===== src/sv/srcg_pkg.sv =====
// Shared constants and types of the stepper S-curve ramp generator.
`default_nettype none

package srcg_pkg;

  // Default ramp table depth.
  localparam int unsigned RAMP_LENGTH = 128;

  // Reset value of the single step period register.
  localparam logic [15:0] SINGLE_STEP_RESET = 16'hFFFF;

  // Command word action codes.
  localparam logic [1:0] ACT_START = 2'd0;
  localparam logic [1:0] ACT_TICK  = 2'd1;
  localparam logic [1:0] ACT_LOAD  = 2'd2;

  // Status of one word after the sequencer, waiting on the table read.
  typedef struct packed {
    logic        step;
    logic        dir;
    logic [31:0] pos;
    logic        busy;
    logic        timer;
    logic        per_mem;  // period comes from the table read
    logic        per_cfg;  // period comes from per_val
    logic [15:0] per_val;
  } stage_t;

  // Finished result word.
  typedef struct packed {
    logic [15:0] period;
    logic        step;
    logic        dir;
    logic [31:0] pos;
    logic        busy;
    logic        timer;
  } res_t;

endpackage

`default_nettype wire


===== src/sv/srcg_cmd_if.sv =====
// Command channel interface: valid/ready plus command word fields.
`default_nettype none

interface srcg_cmd_if;
  logic               valid;
  logic               ready;
  logic [1:0]         action;
  logic signed [31:0] target_position;
  logic [6:0]         table_index;
  logic [15:0]        table_value;

  modport source (output valid, action, target_position, table_index, table_value,
                  input ready);
  modport sink   (input valid, action, target_position, table_index, table_value,
                  output ready);
endinterface

`default_nettype wire


===== src/sv/srcg_res_if.sv =====
// Result channel interface: valid/ready plus result word fields.
`default_nettype none

interface srcg_res_if;
  logic               valid;
  logic               ready;
  logic [15:0]        period;
  logic [14:0]        compare_value;
  logic               step_taken;
  logic               direction;
  logic signed [31:0] current_position;
  logic               busy_res;
  logic               timer_running;

  modport source (output valid, period, compare_value, step_taken, direction,
                  current_position, busy_res, timer_running, input ready);
  modport sink   (input valid, period, compare_value, step_taken, direction,
                  current_position, busy_res, timer_running, output ready);
endinterface

`default_nettype wire


===== src/sv/srcg_ram.sv =====
// Ramp period table: one write port, one registered read port.
`default_nettype none

module srcg_ram #(
  parameter int unsigned RAMP_LENGTH = srcg_pkg::RAMP_LENGTH,
  localparam int unsigned AW = $clog2(RAMP_LENGTH)
) (
  input  wire logic          clk_i,
  input  wire logic          wr_en_i,
  input  wire logic [AW-1:0] wr_addr_i,
  input  wire logic [15:0]   wr_data_i,
  input  wire logic          rd_en_i,
  input  wire logic [AW-1:0] rd_addr_i,
  output logic [15:0]        rd_data_o
);

  logic [15:0] mem [RAMP_LENGTH];

  always_ff @(posedge clk_i) begin
    if (wr_en_i) begin
      mem[wr_addr_i] <= wr_data_i;
    end
  end

  always_ff @(posedge clk_i) begin
    if (rd_en_i) begin
      rd_data_o <= mem[rd_addr_i];
    end
  end

endmodule

`default_nettype wire


===== src/sv/srcg_seq.sv =====
// Ramp sequencer: move planning, ramp state, counters and table addressing.
`default_nettype none

module srcg_seq #(
  parameter int unsigned RAMP_LENGTH = srcg_pkg::RAMP_LENGTH,
  localparam int unsigned AW = $clog2(RAMP_LENGTH)
) (
  input  wire logic          clk_i,
  input  wire logic          rst_ni,
  input  wire logic          acc_i,
  input  wire logic [1:0]    action_i,
  input  wire logic [31:0]   target_i,
  input  wire logic [6:0]    index_i,
  input  wire logic [15:0]   value_i,
  input  wire logic          cfg_we_i,
  input  wire logic [15:0]   cfg_wdata_i,
  output srcg_pkg::stage_t   stage_o,
  output logic               rd_en_o,
  output logic [AW-1:0]      rd_addr_o,
  output logic               wr_en_o,
  output logic [AW-1:0]      wr_addr_o,
  output logic [15:0]        wr_data_o
);

  localparam logic [1:0] ST_STOP  = 2'd0;
  localparam logic [1:0] ST_ACCEL = 2'd1;
  localparam logic [1:0] ST_DECEL = 2'd2;
  localparam logic [1:0] ST_RUN   = 2'd3;

  localparam logic [31:0] RL32   = 32'(RAMP_LENGTH);
  localparam logic [31:0] LAST32 = 32'(RAMP_LENGTH - 1);
  localparam logic [31:0] TWO_RL = 32'(2 * RAMP_LENGTH);

  logic [1:0]  state_q, state_d;
  logic [31:0] cnt_q, cnt_d;
  logic [31:0] total_q, total_d;
  logic [31:0] accel_q, accel_d;
  logic [31:0] decel_q, decel_d;
  logic        dir_q, dir_d;
  logic [31:0] pos_q, pos_d;
  logic        run_q, run_d;
  logic        timer_q, timer_d;
  logic [15:0] single_q;

  logic [31:0] cnt_inc, pos_step, delta, steps, raddr;
  logic        rd_req, step, per_cfg;

  assign cnt_inc  = cnt_q + 32'd1;
  assign pos_step = dir_q ? pos_q - 32'd1 : pos_q + 32'd1;
  assign delta    = target_i - pos_q;
  assign steps    = delta[31] ? 32'd0 - delta : delta;

  always_comb begin
    state_d = state_q;
    cnt_d   = cnt_q;
    total_d = total_q;
    accel_d = accel_q;
    decel_d = decel_q;
    dir_d   = dir_q;
    pos_d   = pos_q;
    run_d   = run_q;
    timer_d = timer_q;
    rd_req  = 1'b0;
    raddr   = 32'd0;
    step    = 1'b0;
    per_cfg = 1'b0;
    wr_en_o = 1'b0;
    case (action_i)
      srcg_pkg::ACT_START: begin
        dir_d   = delta[31];
        total_d = steps;
        timer_d = 1'b1;
        if (steps == 32'd1) begin
          cnt_d   = 32'd0;
          accel_d = 32'd1;
          per_cfg = 1'b1;
          state_d = ST_DECEL;
          run_d   = 1'b1;
        end else if (steps != 32'd0) begin
          cnt_d   = 32'd0;
          rd_req  = 1'b1;
          state_d = ST_ACCEL;
          run_d   = 1'b1;
          if (steps <= TWO_RL) begin
            accel_d = steps >> 1;
            decel_d = steps >> 1;
          end else begin
            accel_d = RL32;
            decel_d = steps - RL32;
          end
        end
      end
      srcg_pkg::ACT_TICK: begin
        case (state_q)
          ST_ACCEL: begin
            cnt_d = cnt_inc;
            pos_d = pos_step;
            step  = 1'b1;
            if (cnt_inc < accel_q) begin
              rd_req = 1'b1;
              raddr  = cnt_inc;
            end else if (cnt_inc >= decel_q) begin
              rd_req  = 1'b1;
              raddr   = cnt_q;
              state_d = ST_DECEL;
            end else if (cnt_inc >= RL32) begin
              rd_req  = 1'b1;
              raddr   = LAST32;
              state_d = ST_RUN;
            end
          end
          ST_RUN: begin
            cnt_d = cnt_inc;
            pos_d = pos_step;
            step  = 1'b1;
            if (cnt_inc >= decel_q) begin
              rd_req  = 1'b1;
              raddr   = LAST32;
              state_d = ST_DECEL;
            end
          end
          ST_DECEL: begin
            cnt_d = cnt_inc;
            pos_d = pos_step;
            step  = 1'b1;
            if (cnt_inc < total_q) begin
              rd_req = 1'b1;
              raddr  = total_q - cnt_inc;
            end else begin
              state_d = ST_STOP;
            end
          end
          default: begin
            cnt_d   = 32'd0;
            timer_d = 1'b0;
            run_d   = 1'b0;
          end
        endcase
      end
      srcg_pkg::ACT_LOAD: begin
        wr_en_o = {25'd0, index_i} < RL32;
      end
      default: begin
      end
    endcase
  end

  // Table reads past the end saturate to the last entry.
  assign rd_addr_o = (raddr >= RL32) ? AW'(LAST32) : raddr[AW-1:0];
  assign rd_en_o   = acc_i && rd_req;
  assign wr_addr_o = AW'(index_i);
  assign wr_data_o = value_i;

  always_comb begin
    stage_o.step    = step;
    stage_o.dir     = dir_d;
    stage_o.pos     = pos_d;
    stage_o.busy    = run_d;
    stage_o.timer   = timer_d;
    stage_o.per_mem = rd_req;
    stage_o.per_cfg = per_cfg;
    stage_o.per_val = single_q;
  end

  always_ff @(posedge clk_i or negedge rst_ni) begin
    if (!rst_ni) begin
      single_q <= srcg_pkg::SINGLE_STEP_RESET;
    end else if (cfg_we_i) begin
      single_q <= cfg_wdata_i;
    end
  end

  always_ff @(posedge clk_i or negedge rst_ni) begin
    if (!rst_ni) begin
      state_q <= ST_STOP;
      cnt_q   <= 32'd0;
      total_q <= 32'd0;
      accel_q <= 32'd0;
      decel_q <= 32'd0;
      dir_q   <= 1'b0;
      pos_q   <= 32'd0;
      run_q   <= 1'b0;
      timer_q <= 1'b0;
    end else if (acc_i) begin
      state_q <= state_d;
      cnt_q   <= cnt_d;
      total_q <= total_d;
      accel_q <= accel_d;
      decel_q <= decel_d;
      dir_q   <= dir_d;
      pos_q   <= pos_d;
      run_q   <= run_d;
      timer_q <= timer_d;
    end
  end

endmodule

`default_nettype wire


===== src/sv/srcg_out.sv =====
// Period resolve stage and output register with valid/ready flow control.
`default_nettype none

module srcg_out (
  input  wire logic              clk_i,
  input  wire logic              rst_ni,
  input  wire logic              acc_i,
  input  wire srcg_pkg::stage_t  stage_i,
  input  wire logic [15:0]       rd_data_i,
  input  wire logic              out_ready_i,
  output logic                   in_ready_o,
  output logic                   out_valid_o,
  output srcg_pkg::res_t         res_o
);

  srcg_pkg::stage_t s1_q;
  logic             s1_valid_q;
  logic             adv;
  logic [15:0]      active_q, period_d;

  assign adv        = s1_valid_q && (!out_valid_o || out_ready_i);
  assign in_ready_o = !s1_valid_q || adv;

  always_comb begin
    if (s1_q.per_mem) begin
      period_d = rd_data_i;
    end else if (s1_q.per_cfg) begin
      period_d = s1_q.per_val;
    end else begin
      period_d = active_q;
    end
  end

  always_ff @(posedge clk_i or negedge rst_ni) begin
    if (!rst_ni) begin
      s1_valid_q  <= 1'b0;
      out_valid_o <= 1'b0;
      active_q    <= 16'd0;
    end else begin
      if (acc_i) begin
        s1_valid_q <= 1'b1;
      end else if (adv) begin
        s1_valid_q <= 1'b0;
      end
      if (adv) begin
        out_valid_o <= 1'b1;
        active_q    <= period_d;
      end else if (out_ready_i) begin
        out_valid_o <= 1'b0;
      end
    end
  end

  always_ff @(posedge clk_i) begin
    if (acc_i) begin
      s1_q <= stage_i;
    end
    if (adv) begin
      res_o.period <= period_d;
      res_o.step   <= s1_q.step;
      res_o.dir    <= s1_q.dir;
      res_o.pos    <= s1_q.pos;
      res_o.busy   <= s1_q.busy;
      res_o.timer  <= s1_q.timer;
    end
  end

endmodule

`default_nettype wire


===== src/sv/stepper_s_curve_ramp_generator.sv =====
// Top level of the stepper S-curve ramp generator.
//
// Usage:
//  - cmd_i carries command words: START (absolute target), TICK (one timer
//    update) or LOAD (write one ramp table period). A word is taken when
//    valid and ready are both high. Every word, unused action code included,
//    gives exactly one result word on res_o.
//  - cfg_we_i/cfg_wdata_i write the single step period used for one-step
//    moves; write it only while no word is in flight.
//  - res_o.valid rises once a word has passed the middle stage register and the
//    output register. One word per cycle while res_o.ready holds; state and the
//    table read register at the accepting edge, so back-to-back words are fine.
//  - The period is resolved in the second stage from the table's registered
//    read port (at most one read per word), single step period or last one.
//  - Receiver stall: the output register holds its word; one more word sits
//    in the middle stage; cmd_i.ready drops only when both are full.
//  - Reset: state STOP, position and counters zero, period zero, single
//    step period 0xFFFF, pipeline empty. The ramp table is not cleared:
//    load every entry a move will use before starting it.
`default_nettype none

module stepper_s_curve_ramp_generator #(
  parameter int unsigned RAMP_LENGTH = srcg_pkg::RAMP_LENGTH
) (
  input  wire logic   clk_i,
  input  wire logic   rst_ni,
  srcg_cmd_if.sink    cmd_i,
  srcg_res_if.source  res_o,
  input  wire logic   cfg_we_i,
  input  wire logic [15:0] cfg_wdata_i
);

  localparam int unsigned AW = $clog2(RAMP_LENGTH);

  logic             acc;
  logic             in_ready;
  srcg_pkg::stage_t stage;
  srcg_pkg::res_t   res;
  logic             rd_en, wr_en;
  logic [AW-1:0]    rd_addr, wr_addr;
  logic [15:0]      wr_data, rd_data;

  assign acc         = cmd_i.valid && in_ready;
  assign cmd_i.ready = in_ready;

  srcg_seq #(.RAMP_LENGTH(RAMP_LENGTH)) u_seq (
    .clk_i      (clk_i),
    .rst_ni     (rst_ni),
    .acc_i      (acc),
    .action_i   (cmd_i.action),
    .target_i   ($unsigned(cmd_i.target_position)),
    .index_i    (cmd_i.table_index),
    .value_i    (cmd_i.table_value),
    .cfg_we_i   (cfg_we_i),
    .cfg_wdata_i(cfg_wdata_i),
    .stage_o    (stage),
    .rd_en_o    (rd_en),
    .rd_addr_o  (rd_addr),
    .wr_en_o    (wr_en),
    .wr_addr_o  (wr_addr),
    .wr_data_o  (wr_data)
  );

  // Table writes are gated by the accept here; reads by the sequencer.
  srcg_ram #(.RAMP_LENGTH(RAMP_LENGTH)) u_ram (
    .clk_i    (clk_i),
    .wr_en_i  (acc && wr_en),
    .wr_addr_i(wr_addr),
    .wr_data_i(wr_data),
    .rd_en_i  (rd_en),
    .rd_addr_i(rd_addr),
    .rd_data_o(rd_data)
  );

  srcg_out u_out (
    .clk_i      (clk_i),
    .rst_ni     (rst_ni),
    .acc_i      (acc),
    .stage_i    (stage),
    .rd_data_i  (rd_data),
    .out_ready_i(res_o.ready),
    .in_ready_o (in_ready),
    .out_valid_o(res_o.valid),
    .res_o      (res)
  );

  // Compare value is half the period.
  assign res_o.period           = res.period;
  assign res_o.compare_value    = res.period[15:1];
  assign res_o.step_taken       = res.step;
  assign res_o.direction        = res.dir;
  assign res_o.current_position = $signed(res.pos);
  assign res_o.busy_res         = res.busy;
  assign res_o.timer_running    = res.timer;

endmodule

`default_nettype wire


===== src/flat_wrapper.sv =====
// flat-port wrapper written by rule: the top's interface ports become plain ports
module stepper_s_curve_ramp_generator_flat 
#(
  parameter int unsigned RAMP_LENGTH = srcg_pkg::RAMP_LENGTH
)
  (clk_i, rst_ni, cfg_we_i, cfg_wdata_i, cmd_i_valid, cmd_i_action, cmd_i_target_position, cmd_i_table_index, cmd_i_table_value, cmd_i_ready, res_o_valid, res_o_period, res_o_compare_value, res_o_step_taken, res_o_direction, res_o_current_position, res_o_busy_res, res_o_timer_running, res_o_ready);
  srcg_cmd_if cmd_i_i ();
  srcg_res_if res_o_i ();
  input  wire logic clk_i;
  input  wire logic rst_ni;
  input  wire logic cfg_we_i;
  input  wire logic [15:0] cfg_wdata_i;
  input wire logic [$bits(cmd_i_i.valid)-1:0] cmd_i_valid;
  input wire logic [$bits(cmd_i_i.action)-1:0] cmd_i_action;
  input wire logic [$bits(cmd_i_i.target_position)-1:0] cmd_i_target_position;
  input wire logic [$bits(cmd_i_i.table_index)-1:0] cmd_i_table_index;
  input wire logic [$bits(cmd_i_i.table_value)-1:0] cmd_i_table_value;
  output wire logic [$bits(cmd_i_i.ready)-1:0] cmd_i_ready;
  output wire logic [$bits(res_o_i.valid)-1:0] res_o_valid;
  output wire logic [$bits(res_o_i.period)-1:0] res_o_period;
  output wire logic [$bits(res_o_i.compare_value)-1:0] res_o_compare_value;
  output wire logic [$bits(res_o_i.step_taken)-1:0] res_o_step_taken;
  output wire logic [$bits(res_o_i.direction)-1:0] res_o_direction;
  output wire logic [$bits(res_o_i.current_position)-1:0] res_o_current_position;
  output wire logic [$bits(res_o_i.busy_res)-1:0] res_o_busy_res;
  output wire logic [$bits(res_o_i.timer_running)-1:0] res_o_timer_running;
  input wire logic [$bits(res_o_i.ready)-1:0] res_o_ready;
  assign cmd_i_i.valid = cmd_i_valid;
  assign cmd_i_i.action = cmd_i_action;
  assign cmd_i_i.target_position = cmd_i_target_position;
  assign cmd_i_i.table_index = cmd_i_table_index;
  assign cmd_i_i.table_value = cmd_i_table_value;
  assign cmd_i_ready = cmd_i_i.ready;
  assign res_o_valid = res_o_i.valid;
  assign res_o_period = res_o_i.period;
  assign res_o_compare_value = res_o_i.compare_value;
  assign res_o_step_taken = res_o_i.step_taken;
  assign res_o_direction = res_o_i.direction;
  assign res_o_current_position = res_o_i.current_position;
  assign res_o_busy_res = res_o_i.busy_res;
  assign res_o_timer_running = res_o_i.timer_running;
  assign res_o_i.ready = res_o_ready;
  stepper_s_curve_ramp_generator #(.RAMP_LENGTH(RAMP_LENGTH)) u_core (.clk_i(clk_i), .rst_ni(rst_ni), .cmd_i(cmd_i_i), .res_o(res_o_i), .cfg_we_i(cfg_we_i), .cfg_wdata_i(cfg_wdata_i));
endmodule

===== config.mk =====
export PLATFORM = sky130hd
export DESIGN_NAME = stepper_s_curve_ramp_generator_flat
export DESIGN_NICKNAME = d
export VERILOG_FILES = /design/src/sv/srcg_pkg.sv /design/src/sv/srcg_cmd_if.sv /design/src/sv/srcg_res_if.sv /design/src/sv/srcg_ram.sv /design/src/sv/srcg_seq.sv /design/src/sv/srcg_out.sv /design/src/sv/stepper_s_curve_ramp_generator.sv /design/src/flat_wrapper.sv
export SDC_FILE = /design/constraint.sdc
export NUM_CORES = 2
export LEC_CHECK = 0
export BUFFER_PORTS_ARGS = -buffer_cell sky130_fd_sc_hd__buf_4
export CORE_MARGIN = 2
export CORE_UTILIZATION = 65
export DETAILED_ROUTE_END_ITERATION = 8
export PLACE_DENSITY = 0.84
export SETUP_SLACK_MARGIN = 0.15
export SYNTH_ARGS = -nofsm -noshare
export SYNTH_HDL_FRONTEND = slang
export SYNTH_HIERARCHICAL = 1
export SYNTH_SLANG_ARGS = --single-unit

===== constraint.sdc =====
create_clock -name clk_i -period 19.4 [get_ports clk_i]
set_clock_uncertainty 0.2 [all_clocks]
set_input_delay 2.91 -clock clk_i [delete_from_list [all_inputs] [get_ports clk_i]]
set_output_delay 2.91 -clock clk_i [all_outputs]
set_load 0.01 [all_outputs]

After elaboration in Yosys (flattened, before gate mapping)
Memories as Yosys holds them, arrays and structs flattened. A register that Yosys moved wholly into a read port is not among the register bits. Cells that the tools add are included.

Add/subtract/negate cells: 7. Order comparisons: 6. Equality and inequality tests: 12. Mux-type cells: 56. Bitwise operators: 1. Reduce and logical (&&, ||, !) cells: 20.

Operators with widths (count): 32-bit two-way mux (14); 32-bit one-hot mux with 3 select lines (1); 32-bit by 1-bit adder with 32-bit output, second input constant (2); 32-bit by 8-bit >= comparator with 1-bit output, second input constant (2); 32-bit less-than comparator (2); 32-bit one-hot mux with 2 select lines (1); 32-bit subtractor (2); 32-bit by 1-bit == test with 1-bit output, second input constant (1); 32-bit >= comparator (1); 32-bit by 9-bit <= comparator with 1-bit output, second input constant (1); 16-bit two-way mux (2); 32-bit nonzero test (1); 1-bit by 32-bit subtractor with 32-bit output, first input constant (1); 32-bit by 1-bit subtractor with 32-bit output, second input constant (1); 32-bit by 8-bit subtractor with 32-bit output, second input constant (1); 31-bit two-way mux (1); 1-bit two-way mux (21); 7-bit two-way mux (3); 2-bit two-way mux (7); 3-bit != test, second input constant (4); 8-bit AND reduction (1); 2-bit nonzero test (4); 2-bit == test, second input constant (3); 1-bit one-hot mux with 2 select lines (3); other kinds (15) (22).

Flip-flop bits (word level): 305. Bits in writable memories: 2048. Input port bits: 78. Output and inout bits: 69. Logic and storage cells: 130. Memories kept: 1.

Memory list: u_core.u_ram.mem (depth 128, width 16, rd ports 1, clocked after memory_dff 1, wr ports 1, line srcg_ram.sv:17) `logic [15:0] mem [RAMP_LENGTH];`.

Depth between registers and ports, before layout
Word-level depth: 9. Depth in mapped cells: 30. Mapped depth without buffers: 26.

By module
The synthesis kept the hierarchy.

Modules (own cells, without submodules): srcg_ram (times used 1, cells each 3086, area an instance 78683.0 µm²); srcg_seq (times used 1, cells each 2230, area an instance 17524.3 µm²); srcg_out (times used 1, cells each 183, area an instance 4297.9 µm²); stepper_s_curve_ramp_generator (times used 1, cells each 17, area an instance 125.1 µm²).

Worst setup path before layout
Ideal clock, no wire load.

Kind: input to register. Start point: input cmd_i_target_position[0]. End point: register u_core.u_ram.rd_data_o[0], read port of u_core.u_ram.mem, enable pin. Setup time: 0.478 ns. Arrival: 9.386 ns. Required time: 18.722 ns. Setup slack: 9.336 ns. Cell stages on the path: 17. Path buffers: 0. Cells stage by stage: inv_1 > ha_1 > inv_1 > fa_1 > a211oi_4 > o21a_2 > o2111ai_1 > a2111o_1 > a2111oi_4 > nand3_4 > or4b_4 > o2111a_1 > a211oi_2 > a311oi_4 > nand3_1 > nor3_2 > a2111oi_0.

Longest elaborated chain between the ends: 8. Elaborated cells between the ends (all ways): 9.

Ends and longest elaborated chain: start: declaration (line flat_wrapper.sv:15) `input wire logic [$bits(cmd_i_i.target_position)-1:0] cmd_i_target_position;`; 32-bit subtractor * (line srcg_seq.sv:50) `assign delta = target_i - pos_q;`; 1-bit by 32-bit subtractor with 32-bit output (line srcg_seq.sv:51) `assign steps = delta[31] ? 32'd0 - delta : delta;`; 32-bit two-way mux * (line srcg_seq.sv:51); 32-bit nonzero test (line srcg_seq.sv:79) `end else if (steps != 32'd0) begin`; 1-bit two-way mux (line srcg_seq.sv:79); 1-bit two-way mux * (line srcg_seq.sv:73) `if (steps == 32'd1) begin`; 1-bit one-hot mux with 2 select lines * (line srcg_seq.sv:68) `case (action_i)`; 1-bit logical AND * (line srcg_seq.sv:150) `assign rd_en_o = acc_i && rd_req;`; named net u_core.rd_en (line stepper_s_curve_ramp_generator.sv:39) `logic rd_en, wr_en;`; end: declaration (line srcg_ram.sv:14) `output logic [15:0] rd_data_o`.

Mark *: on every way through the listed nets, which the timed path passes. The rest lies on a longest branch. A chain may end at the register's enable or synchronous reset.

Worst setup path in the final report
Start point: register u_core.u_seq.cnt_q[0]. End point: register u_core.u_ram.rd_data_o[5], read port of u_core.u_ram.mem (data pin).

Longest elaborated chain between the ends: 9. Elaborated cells between the ends (all ways): 23.

Ends and longest elaborated chain: start: declaration (line srcg_seq.sv:35) `logic [31:0] cnt_q, cnt_d;`; start signal: assignment (line srcg_seq.sv:186) `cnt_q <= cnt_d;`; 32-bit by 1-bit adder with 32-bit output (line srcg_seq.sv:48) `assign cnt_inc = cnt_q + 32'd1;`; 32-bit by 8-bit >= comparator with 1-bit output (line srcg_seq.sv:106) `end else if (cnt_inc >= RL32) begin`; 7-bit two-way mux (line srcg_seq.sv:106); 32-bit two-way mux (line srcg_seq.sv:102) `end else if (cnt_inc >= decel_q) begin`; 32-bit two-way mux (line srcg_seq.sv:99) `if (cnt_inc < accel_q) begin`; 32-bit one-hot mux with 3 select lines * (line srcg_seq.sv:94) `case (state_q)`; 32-bit two-way mux * (line srcg_seq.sv:68); 32-bit by 8-bit >= comparator with 1-bit output (line srcg_seq.sv:149) `assign rd_addr_o = (raddr >= RL32) ? AW'(LAST32) : raddr[AW-1:0];`; 7-bit two-way mux * (line srcg_seq.sv:149); named net u_core.rd_addr[0] (line stepper_s_curve_ramp_generator.sv:40) `logic [AW-1:0] rd_addr, wr_addr;`.

Marks and branches as above.

==> run_results.csv <==
group,metric,value,unit
synthesis,async_reset_ff_frac,0.08361,
synthesis,synth_area_per_cell,18.24,sq um
pwr,irDropWorstVdd,0.0001423,V
cts,cts_num_sinks,2368,
cells_and_area,multi_input_area,28520,sq um
global_route,grtUsageMet1,0.4903,
pwr,powerDensity,122.6,nW/um^2
route,post_drt_wl_per_cell,38.95,microns
route,vias_per_cell,7.475,
route,routed_wl,312200,microns
synthesis,synth-seq-cells,2368,
run_status,status,"complete, no violations",
cells_and_area,nets,6003,
synthesis,yosysSeqAreaShare,0.6970,
min_path,hold_depth,0,
floorplan,die_w,397.5,microns
timing,worstMarginPinSlew,1.266,ns
worst_setup_path,path_class,"register to register",
cts,clk_latency,0.87,ns
cts,cts_root_buffer,"clkbuf_16",
synthesis,synth.yosys.warnings,6,
timing,slew_violations,0,
global_route,busiest_layer,"met2",
floorplan,coreArea,153900,sq um
cells_and_area,synthToLayoutAreaGrowth,11.20,%
min_path,hp-class,"register to register",
worst_setup_path,rr_worst_depth,27,
timing,slew_headroom,0.1553,
placed_design,post-place-cells,7590,
global_route,grt_util_met2,0.6413,
floorplan,die_h,397.5,microns
timing,post-route-period-util,0.5669,
synthesis,syn_area,100600,sq um
cells_and_area,drive_gt1_frac,0.2544,
worst_setup_path,cp.depth,27,
route,postRouteAntennaNets,0,
cts,cts_tree,"yes",
route,vias,59911,
worst_setup_path,critPathArrivalTime,11.39,ns
worst_setup_path,crit_family,"simple AND/OR/NAND/NOR gates",
synthesis,yosysTopAreaCellShare,0.6475,
cts,cts_buffers,218,
synthesis,postSynthCellCount,5516,
cells_and_area,seqCellArea,70140,sq um
synthesis,ys.flop_type,"edfxtp_1",
global_route,grt_usage,0.3992,
placed_design,numPortBuffers,146,
route,drt-initial-drc-count,10270,
worst_setup_path,cp.required,19.79,ns
global_route,grt_pass1_wl,441800,microns
cts,cts_buffer_depth,3,
worst_setup_path,cpPeakStageDelay,0.93,ns
pwr,p_leak,36.75,nW
cts,htree_levels,4,
synthesis,synth_edf_count,2170,
floorplan,rows,144,
flow_run,drv_cap,0,
global_route,grt_use_met3,0.09490,
floorplan,floorplan.initialDensity,0.6540,
timing,min_period,11.00,ns
timing,tns,0,ns
synthesis,synth_cell_types,105,
cts,clk_pin_slew,0.06,ns
timing,final_hold_viol_count,0,
synthesis,ys_top_cells_by_area,"edfxtp_1 (65%), mux4_2 (15%), dfrtp_1 (4.5%)",
global_route,grt_pass1_vias,59740,
worst_setup_path,endpoint_kind,"register",
worst_setup_path,critPathBufInv,4,
floorplan,io_pins,147,
worst_setup_path,path_max_fanout,50,
timing,fmax,0.09092,GHz
floorplan,die_area,158000,sq um
placed_design,dp_hpwl,164600,microns
cells_and_area,nFillCells,8086,
cts,cts_resized,0,
route,dr.pass1.iters,9,
global_route,grt_remaining_overflow,0,
global_route,antenna_found_initial,17,
worst_setup_path,slowest_stage,"buf_4",
cts,cts_hold_buf,0,
route,drcViolationCount,0,
worst_setup_path,critPathLaunchType,"register",
synthesis,yosys.area.top_type,"edfxtp_1",
cells_and_area,instances_no_fill,8015,
timing,grt_setup_unrepaired,"no",
synthesis,synth_nets,5752,
cts,post_cts_buffers,0,
timing,setup_viol,0,
placed_design,globalplace.congestion,0.9129,
global_route,grt_max_degree,144,
[per-layer routing]
metal | up-vias | share of wire | wire (microns)
met1 | 30035 | 0.31 | 95730
li1 | 22714 | - | -
met3 | 1380 | 0.12 | 38920
met4 | 16 | 0.081 | 25350
met2 | 5766 | 0.49 | 152100
met5 | - | 0.00036 | 111
[power by group]
group	internal, W	switching (W)	total, W
sequential	0.00577	0.000148	0.00592
clock	0.00243	0.00211	0.00454
combinational	0.00126	0.00199	0.00326
total	0.00946	0.00426	0.0137
[logic make-up after synthesis]
family,after synthesis,synth area share
AOI/OAI and AO/OA,645,0.04266
and+or+nand+nor,945,0.04438
DFF,2368,0.6970
adders and majority gates,159,0.01997
xor gates and xnor gates,139,0.01217
buffers and inverters,480,0.02110
muxes,780,0.1627
[per-stage QoR]
stage	hold slack (ns)	instance area, sq um	util	total power [W]	worst slack (ns)
after detailed placement	0.2045	104500	0.6789	0.009089	8.616
after global placement	0.2040	104500	0.6789	0.008982	8.810
after global routing	0.2203	111900	0.7271	0.01410	7.807
after floorplan	0.2003	100600	-	0.008233	9.336
final	0.2175	111900	0.7272	0.01372	8.402
after CTS	0.2054	111800	0.7268	0.01364	8.434
[layout make-up]
type / count / area share
multi-input combinational: 2668 / 0.2549
sequential: 2368 / 0.6268
antenna: 13 / 0.0002907
tap: 2044 / 0.02286
clock buffer: 258 / 0.05036
clock inverter: 153 / 0.01558
inverter: 175 / 0.005870
timing repair buffer: 336 / 0.02334
[cells in the mapped netlist (all sizes together) (32+ instances only)]
master,instances
a21o,54
a21oi,122
buf,163
clkbuf,142
dfrtp,182
edfxtp,2170
ha,155
inv,175
mux2,93
mux4,672
nand2,270
nand2b,32
nand3,74
nand4,37
nor2,296
nor2b,38
nor3,60
o21ai,197
o31ai,68
xnor2,89
xor2,50
[state kept, by name, summed over array words and instances, names as in the netlist, 2 cells and up]
signal / count
u_core/u_seq/state_q: 2
u_core/u_seq/pos_q: 32
u_core/u_seq/single_q: 16
u_core/u_seq/accel_q: 31
u_core/u_seq/total_q: 32
u_core/u_seq/cnt_q: 32
u_core/u_out/active_q: 16
u_core/u_ram/mem: 2048
u_core/u_ram/rd_data_o: 16
u_core/u_out/s1_q: 54
u_core/u_out/res_o: 52
u_core/u_seq/decel_q: 32
[worst register-to-register path, delay by kind of cell (launching register included)]
family | cells | cell delay, ns
AO/OA/AOI/OAI | 4 | 0.87
XOR/XNOR | 1 | 0.32
adder cells (fa/ha/maj) | 2 | 0.65
buffers and inverters | 4 | 2.69
flip-flops | 1 | 0.51
multiplexers | 4 | 2.16
AND/OR/NAND/NOR | 12 | 3.33
[path summary, 6_finish.rpt]
check	start	endpoint	slack (ns)
worst max-delay path	u_core/u_seq/cnt_q[0]	u_core/u_ram/rd_data_o[5]	8.40
worst min-delay path	u_core/u_out/s1_q[27]	u_core/u_out/res_o[9]	0.22
worst max register to register	u_core/u_seq/cnt_q[0]	u_core/u_ram/rd_data_o[5]	8.40
worst min register to register	u_core/u_out/s1_q[27]	u_core/u_out/res_o[9]	0.22
max in group asynchronous	rst_ni	u_core/u_seq/dir_q	15.70
min in group asynchronous	rst_ni	u_core/u_seq/cnt_q[21]	1.87
[cell usage in the layout, fill, tap and decap left out, drive strengths merged, types with 15 or more instances in the layout]
| cell | n |
|---|---|
| mux2i | 15 |
| bufinv | 24 |
| and3 | 25 |
| clkbuf | 259 |
| mux2 | 93 |
| dfrtp | 182 |
| nand2 | 270 |
| o31ai | 68 |
| nand3 | 74 |
| clkinvlp | 17 |
| xnor2 | 89 |
| and2 | 18 |
| buf | 335 |
| a21o | 54 |
| xor2 | 50 |
| inv | 181 |
| a21oi | 122 |
| ha | 155 |
| o22ai | 15 |
| nor2b | 38 |
| nor3 | 60 |
| nand4 | 37 |
| o21a | 23 |
| nand2b | 32 |
| nor2 | 296 |
| clkinv | 106 |
| o21ai | 197 |
| nor4 | 21 |
| or3 | 23 |
| a211oi | 25 |
| mux4 | 672 |
| dfstp | 16 |
| edfxtp | 2170 |
Note: power is estimated with default switching activity, not from simulation.
